===== config.mk =====
export PLATFORM = sky130hd
export DESIGN_NAME = integer_lcm_multiwidth
export DESIGN_NICKNAME = d
export VERILOG_FILES = /design/src/rtl/ilcm_pkg.sv /design/src/rtl/ilcm_div.sv /design/src/rtl/ilcm_mul.sv /design/src/rtl/integer_lcm_multiwidth.sv
export SDC_FILE = /design/constraint.sdc
export NUM_CORES = 2
export LEC_CHECK = 0
export ABC_AREA = 1
export BUFFER_PORTS_ARGS = -buffer_cell sky130_fd_sc_hd__buf_2
export CORE_AREA = 2 2 351 353
export DETAILED_ROUTE_END_ITERATION = 8
export DIE_AREA = 0 0 353 355
export GPL_ROUTABILITY_DRIVEN = 0
export PLACE_DENSITY = 0.68
export SLEW_MARGIN = 5
export SYNTH_ARGS = -nofsm -noshare
export SYNTH_HDL_FRONTEND = slang
export SYNTH_HIERARCHICAL = 1
export SYNTH_SLANG_ARGS = --single-unit

===== constraint.sdc =====
create_clock -name clk -period 5.9 [get_ports clk]
set_input_delay 0.59 -clock clk [delete_from_list [all_inputs] [get_ports clk]]
set_output_delay 0.59 -clock clk [all_outputs]
set_load 0.005 [all_outputs]

===== src/rtl/ilcm_pkg.sv =====
// ilcm_pkg: shared types and constants for the multi-width LCM block.
// No dependencies.
`timescale 1ns / 1ps
package ilcm_pkg;
	localparam int unsigned DataW = 64;
	localparam int unsigned CntW  = 7;
	typedef logic [DataW-1:0] word_t;
	typedef logic [1:0] wmode_t;
	localparam wmode_t WM_8  = 2'd0;
	localparam wmode_t WM_16 = 2'd1;
	localparam wmode_t WM_32 = 2'd2;
	localparam wmode_t WM_64 = 2'd3;

	// sign-extend low element bits
	function automatic word_t sext_w(input word_t v, input wmode_t m);
		word_t r;
		r = v;
		unique case (m)
			WM_8:  r = {{56{v[7]}}, v[7:0]};
			WM_16: r = {{48{v[15]}}, v[15:0]};
			WM_32: r = {{32{v[31]}}, v[31:0]};
			WM_64: r = v;
			default: r = v;
		endcase
		return r;
	endfunction
endpackage


===== src/rtl/ilcm_div.sv =====
// ilcm_div: bit-serial restoring divider, one quotient bit per cycle.
// Depends on ilcm_pkg.
`timescale 1ns / 1ps
module ilcm_div (
	input  logic              clk,
	input  logic              arst_n,
	input  logic              go,
	input  ilcm_pkg::word_t   num,
	input  ilcm_pkg::word_t   den,
	output logic              done,
	output ilcm_pkg::word_t   quo,
	output ilcm_pkg::word_t   rem
);
	logic [ilcm_pkg::CntW-1:0] cnt_q;
	logic busy_q;
	logic [ilcm_pkg::DataW:0] trial;
	ilcm_pkg::word_t d_q;
	assign trial = {rem, quo[ilcm_pkg::DataW-1]} - {1'b0, d_q};
	always_ff @(posedge clk or negedge arst_n) begin
		if (!arst_n) begin
			busy_q <= 1'b0;
			cnt_q  <= '0;
			done   <= 1'b0;
		end else begin
			done <= 1'b0;
			if (go) begin
				busy_q <= 1'b1;
				cnt_q  <= '0;
			end else if (busy_q) begin
				cnt_q <= cnt_q + 1'b1;
				if (cnt_q == ilcm_pkg::CntW'(ilcm_pkg::DataW - 1)) begin
					busy_q <= 1'b0;
					done   <= 1'b1;
				end
			end
		end
	end
	always_ff @(posedge clk) begin
		if (go) begin
			quo <= num;
			rem <= '0;
			d_q <= den;
		end else if (busy_q) begin
			if (!trial[ilcm_pkg::DataW]) begin
				rem <= trial[ilcm_pkg::DataW-1:0];
				quo <= {quo[ilcm_pkg::DataW-2:0], 1'b1};
			end else begin
				rem <= {rem[ilcm_pkg::DataW-2:0], quo[ilcm_pkg::DataW-1]};
				quo <= {quo[ilcm_pkg::DataW-2:0], 1'b0};
			end
		end
	end
endmodule


===== src/rtl/ilcm_mul.sv =====
// ilcm_mul: bit-serial shift-add multiplier, product modulo 2^64.
// Depends on ilcm_pkg.
`timescale 1ns / 1ps
module ilcm_mul (
	input  logic              clk,
	input  logic              arst_n,
	input  logic              go,
	input  ilcm_pkg::word_t   x,
	input  ilcm_pkg::word_t   y,
	output logic              done,
	output ilcm_pkg::word_t   prod
);
	ilcm_pkg::word_t x_q, y_q;
	logic [ilcm_pkg::CntW-1:0] cnt_q;
	logic busy_q;
	always_ff @(posedge clk or negedge arst_n) begin
		if (!arst_n) begin
			busy_q <= 1'b0;
			cnt_q  <= '0;
			done   <= 1'b0;
		end else begin
			done <= 1'b0;
			if (go) begin
				busy_q <= 1'b1;
				cnt_q  <= '0;
			end else if (busy_q) begin
				cnt_q <= cnt_q + 1'b1;
				if (cnt_q == ilcm_pkg::CntW'(ilcm_pkg::DataW - 1)) begin
					busy_q <= 1'b0;
					done   <= 1'b1;
				end
			end
		end
	end
	always_ff @(posedge clk) begin
		if (go) begin
			x_q  <= x;
			y_q  <= y;
			prod <= '0;
		end else if (busy_q) begin
			if (y_q[0]) prod <= prod + x_q;
			x_q <= {x_q[ilcm_pkg::DataW-2:0], 1'b0};
			y_q <= {1'b0, y_q[ilcm_pkg::DataW-1:1]};
		end
	end
endmodule


===== src/rtl/integer_lcm_multiwidth.sv =====
// integer_lcm_multiwidth: top level, Euclid gcd via serial divider, then serial multiply.
// Depends on ilcm_pkg, ilcm_div, ilcm_mul.
//
//  channel   handshake               word
//  input     start & !busy           operand_a, operand_b
//  config    cfg_valid & cfg_ready   cfg_data (width_mode)
//  result    done strobe, 1 cycle    lcm_value
//
// Each Euclid modulo step and the final divide run in the shared divider, then the multiply
// runs in the serial multiplier. A zero operand goes to ST_ZERO and returns 0. Reset gives
// width_mode 32-bit. cfg_ready is high while idle. The receiver cannot stall the result.
`timescale 1ns / 1ps
module integer_lcm_multiwidth (
	input  logic              clk,
	input  logic              arst_n,
	input  logic              start,
	output logic              busy,
	input  logic [63:0]       operand_a,
	input  logic [63:0]       operand_b,
	input  logic              cfg_valid,
	output logic              cfg_ready,
	input  logic [1:0]        cfg_data,
	output logic              done,
	output logic [63:0]       lcm_value
);
	localparam logic [2:0] ST_IDLE = 3'd0;
	localparam logic [2:0] ST_GCD  = 3'd1;
	localparam logic [2:0] ST_QUO  = 3'd2;
	localparam logic [2:0] ST_MUL  = 3'd3;
	localparam logic [2:0] ST_ZERO = 3'd4;
	logic [2:0] st_q;
	ilcm_pkg::wmode_t wm_q;
	ilcm_pkg::word_t ua_q, ub_q, x_q, y_q;
	ilcm_pkg::word_t sa, sb, ma, mb, quo, rem, prod, r;
	logic div_go, div_done, mul_go, mul_done;

	assign sa = ilcm_pkg::sext_w(operand_a, wm_q);
	assign sb = ilcm_pkg::sext_w(operand_b, wm_q);
	assign ma = sa[63] ? (64'd0 - sa) : sa;
	assign mb = sb[63] ? (64'd0 - sb) : sb;
	assign busy = (st_q != ST_IDLE);
	assign cfg_ready = !busy;

	ilcm_div u_div (.clk, .arst_n, .go(div_go), .num(x_q), .den(y_q),
		.done(div_done), .quo, .rem);
	ilcm_mul u_mul (.clk, .arst_n, .go(mul_go), .x(x_q), .y(ub_q),
		.done(mul_done), .prod);

	always_comb begin
		r = ilcm_pkg::sext_w(prod, wm_q);
		if (wm_q == ilcm_pkg::WM_64 && prod[63]) r = 64'd0 - prod;
	end

	always_ff @(posedge clk or negedge arst_n) begin
		if (!arst_n) begin
			st_q   <= ST_IDLE;
			wm_q   <= ilcm_pkg::WM_32;
			done   <= 1'b0;
			div_go <= 1'b0;
			mul_go <= 1'b0;
		end else begin
			done   <= 1'b0;
			div_go <= 1'b0;
			mul_go <= 1'b0;
			unique case (st_q)
				ST_IDLE: begin
					if (cfg_valid) wm_q <= cfg_data;
					if (start) begin
						if (sa == '0 || sb == '0) begin
							st_q <= ST_ZERO;
						end else begin
							st_q   <= ST_GCD;
							div_go <= 1'b1;
						end
					end
				end
				ST_GCD: if (div_done) begin
					if (rem == '0) begin
						st_q   <= ST_QUO;
						div_go <= 1'b1;
					end else begin
						div_go <= 1'b1;
					end
				end
				ST_QUO: if (div_done) begin
					st_q   <= ST_MUL;
					mul_go <= 1'b1;
				end
				ST_MUL: if (mul_done) begin
					st_q <= ST_IDLE;
					done <= 1'b1;
				end
				ST_ZERO: begin
					st_q <= ST_IDLE;
					done <= 1'b1;
				end
				default: st_q <= ST_IDLE;
			endcase
		end
	end

	always_ff @(posedge clk) begin
		if (st_q == ST_IDLE && start) begin
			ua_q <= ma;
			ub_q <= mb;
			x_q  <= ma;
			y_q  <= mb;
		end else if (st_q == ST_GCD && div_done) begin
			if (rem == '0) begin
				x_q <= ua_q;
			end else begin
				x_q <= y_q;
				y_q <= rem;
			end
		end else if (st_q == ST_QUO && div_done) begin
			x_q <= quo;
		end
		if (st_q == ST_ZERO) lcm_value <= '0;
		else if (st_q == ST_MUL && mul_done) lcm_value <= r;
	end

	// gcd divisor is never zero once started
	a_den: assert property (@(posedge clk) disable iff (!arst_n)
		div_go && st_q != ST_IDLE |-> y_q != '0) else $error("zero divisor");
	a_done_idle: assert property (@(posedge clk) disable iff (!arst_n)
		done |-> st_q == ST_IDLE) else $error("done while busy");
	a_zero: assert property (@(posedge clk) disable iff (!arst_n)
		st_q == ST_ZERO |=> done && lcm_value == '0) else $error("zero path");
	a_mode: assert property (@(posedge clk) disable iff (!arst_n)
		busy |=> $stable(wm_q)) else $error("mode changed while busy");
endmodule


==> flow_summary_export.csv <==
group,metric,value,unit
worst_hold_path,holdPathStages,1,
layout,drive_gt1_frac,0.0702,
layout,fillCellCount,12500,
logic_synthesis,synth_seq_area_share,0.393,
sta,finalCriticalPeriod,4620,ps
logic_synthesis,synth_flop_cell,"edfxtp_1",
route,ant_nets,0,
logic_synthesis,synthTopCellsByCount,"2933 x nand2_1, 1232 x inv_1, 770 x nor2_1, 512 x edfxtp_1, 503 x nand3_1",
pwr,switching_share,0.281,
sta,final_max_slew_viol_count,0,
critical_path,cp.arrival,5040,ps
clock_network,clkLatencyLatePin,710,ps
pwr,clock_power_share,0.414,
clock_network,cts_max_level,3,
run_status,status,"complete, no violations",
clock_network,cts_tree,"yes",
pwr,internal-power,9.06,mW
clock_network,cts_sinks,730,
critical_path,reg2reg_slack,1280,ps
layout,area_delta_synth_final,9.86,%
global_route,grt_pass1_wl,270000,um
pwr,power_density,227,mW/mm^2
placed_design,io_buffer_count,200,
sta,tightest_slew,1200,ps
layout,seq_area,0.0199,sq mm
die,core-area,0.121,sq mm
die,die_h,355,um
sta,setup_violations,0,
critical_path,crit_family,"buffers and inverters",
global_route,grt_use_total,0.279,
route,drc,0,
sta,setup-tns-final,0,ps
route,drt_iter0_drc,6012,
pwr,p_seq_frac,0.452,
layout,multi_input_area,0.0250,sq mm
die,initial_utilization,0.417,
worst_hold_path,hold_path.class,"primary input to flop",
global_route,grt_pass1_vias,45700,
route,dr_total_vias,49500,
critical_path,r2r_start,"wm_q[1]$_DFFE_PN1P_",
layout,finalNetCount,7978,
sta,fmax,216,MHz
worst_hold_path,min_from,"operand_a[0]",
route,routed_via_density,5.26,
logic_synthesis,synth-simple-area-share,0.372,
logic_synthesis,synthMuxAreaShare,0,
worst_hold_path,whs_endpoint,"ua_q[0]$_DFFE_PP_",
logic_synthesis,synth.avg_cell_area,6.64,sq um
clock_network,root_buffer,"clkbuf_16",
die,io_pins,201,
logic_synthesis,ys_ff_latch,730,
critical_path,cp.required,6320,ps
critical_path,cp_common_cell,"buf_4",
global_route,antenna_found_initial,13,
global_route,gr-total-overflow,0,
logic_synthesis,yosysTopAreaCellShare,0.304,
logic_synthesis,synth_top_area_cell,"edfxtp_1",
die,rows,128,
die,die_area,0.125,sq mm
logic_synthesis,async_flop_share,0.0356,
critical_path,startpoint_type,"flop",
sta,slew_headroom,0.194,
pwr,combPwrFrac,0.134,
logic_synthesis,synth_top_family_by_area,"simple AND/OR/NAND/NOR gates",
critical_path,path_class,"flop to flop",
sta,rsz0062_at_grt,"no",
logic_synthesis,synthCells,7618,
logic_synthesis,synth.distinct_cells,55,
logic_synthesis,synthTopCellsByArea,"edfxtp_1 30%, nand2_1 22%, inv_1 9.1%, dfxtp_1 7.6%, nor2_1 5.7%",
pwr,vdd_drop_max,0.230,mV
route,first_pass_iters,6,
critical_path,crit_path_cell_trace,"buf_4 > nand2_2 > inv_2 > nand2_1 > nand2_2 > nor2_2 > buf_4 > inv_2 > buf_4 > nand3_1 > nand3_1 > nand2_1",
critical_path,cp_max_fo,49,
clock_network,clkTransAtPathRegs,60,ps
critical_path,cp_num_buf_inv,5,
critical_path,reg2reg_depth,12,
job,cap_violations,0,
logic_synthesis,synthXorXnorAreaFrac,0.0287,
clock_network,cts_inserted_buffers,82,
logic_synthesis,syn_nets,7886,
global_route,grt_max_degree,156,
placed_design,hpwl,139000,um
critical_path,critical-path-slowest-cell,"dfstp_2",
logic_synthesis,synthAdderAreaFrac,0.0334,
route,avgRoutedWirePerCell,19.1,um
logic_synthesis,synth_warnings,6,
sta,clock_skew,56.7,ps
logic_synthesis,synth.most_common_cell,"nand2_1",
pwr,power.leakage,28.9,nW
logic_synthesis,synth_area,0.0506,sq mm
die,die_w,353,um
sta,hold_ws,111,ps
critical_path,endpoint_kind,"flop",
critical_path,timing.rr.end,"y_q[44]$_DFFE_PP_",
sta,fin_crit_sh,0.783,
critical_path,slowest_delay,850,ps
logic_synthesis,synth_compound_area_frac,0.0581,
pwr,p_switching,3.55,mW
logic_synthesis,synth-edff-count,512,
sta,finalHoldViolCount,0,
clock_network,cts_buffer_depth,3,
route,wirelength,180000,um
## per-stage QoR
step	power, mW	worst slack [ps]	utilization	std cells	area, sq um
2_1_floorplan	6.92	191	-	7618	50600
3_3_place_gp	7.41	1590	0.436	9250	52900
3_5_place_dp	7.43	1460	0.436	9250	52900
4_1_cts	12.6	1450	0.458	9404	55600
5_1_grt	13.0	1130	0.458	9406	55600
6_report	12.6	1280	0.458	9407	55600
## cell families (layout without fill, tap and decap cells)
family                   count (synthesis)  after routing
AND/OR/NAND/NOR                       4551           4551
buffers and inverters                 1483           1644
flip-flops                             730            730
AO/OA/AOI/OAI                          556            556
XOR/XNOR                               164            164
adder cells (fa/ha/maj)                134            134
other                                    0              3
## state kept, by name, indices dropped and copies added (netlist names), 2 cells and up
| signal | flops |
|---|---|
| u_div/rem | 64 |
| u_mul/y_q | 64 |
| lcm_value | 64 |
| u_div/cnt_q | 7 |
| y_q | 64 |
| u_mul/x_q | 64 |
| ub_q | 64 |
| u_mul/prod | 64 |
| wm_q | 2 |
| u_div/quo | 64 |
| x_q | 64 |
| ua_q | 64 |
| st_q | 3 |
| u_mul/cnt_q | 7 |
| u_div/d_q | 64 |
## area by class of cell
class                      count  share of cell area
antenna                        3            0.000135
clock buffer                 119              0.0413
clock inverter                34             0.00696
inverter                    1257              0.0850
multi-input combinational   5405               0.449
sequential                   730               0.358
tap                         1625              0.0366
timing repair buffer         234              0.0231
## worst reg2reg max path: stages, from the launching register on
cell     delay, ps
dfstp_2        850
buf_4          430
nand2_2        350
inv_2          570
nand2_1        200
nand2_2        170
nor2_2          60
buf_4          260
inv_2          470
buf_4          540
nand3_1        210
nand3_1        150
nand2_1        100
## placed cells by master, fill, tap and decap left out, drive strengths merged, types with 119 or more instances in the layout
cell type  Yosys  layout
nand2       2975    2975
inv         1253    1258
nor2         836     836
nand3        530     530
edfxtp       512     512
o21ai        297     297
buf           84     233
a21oi        195     195
dfxtp        192     192
ha           132     132
clkbuf       141     119
## timing repair
item,4_1_cts,5_1_grt
gates resized for setup,0,0
hold buffers,1,0
setup buffers,0,0
endpoints found under the hold margin,14,0
## worst max-delay path by stage
stage                   startpoint                end  depth (start not counted)
2_1_floorplan  st_q[0]$_DFFE_PN0P_   x_q[0]$_DFFE_PP_                          3
3_3_place_gp   wm_q[1]$_DFFE_PN1P_  y_q[62]$_DFFE_PP_                         14
3_5_place_dp   wm_q[1]$_DFFE_PN1P_  y_q[32]$_DFFE_PP_                         13
4_1_cts        wm_q[1]$_DFFE_PN1P_  y_q[44]$_DFFE_PP_                         12
5_1_grt        wm_q[1]$_DFFE_PN1P_  y_q[44]$_DFFE_PP_                         12
6_report       wm_q[1]$_DFFE_PN1P_  y_q[44]$_DFFE_PP_                         12
## routing by layer
| metal | GRT usage | vias to the layer above | part of all wire |
|---|---|---|---|
| met2 | 0.422 | 2502 | 0.42 |
| met3 | 0.0491 | 511 | 0.10 |
| li1 | - | 23900 | - |
| met5 | 0 | - | 0.00039 |
| met1 | 0.377 | 22600 | 0.41 |
| met4 | 0.157 | 10 | 0.063 |
## power groups by stage
stage / sequential [mW] / combinational, mW / clock, mW
after floorplan: 5.77 / 1.15 / 0
after global placement: 5.80 / 1.61 / 0
after detailed placement: 5.80 / 1.63 / 0
after CTS: 5.69 / 1.64 / 5.28
after global routing: 5.71 / 1.87 / 5.45
final: 5.70 / 1.68 / 5.22
Power figures use the tool's default switching activity.
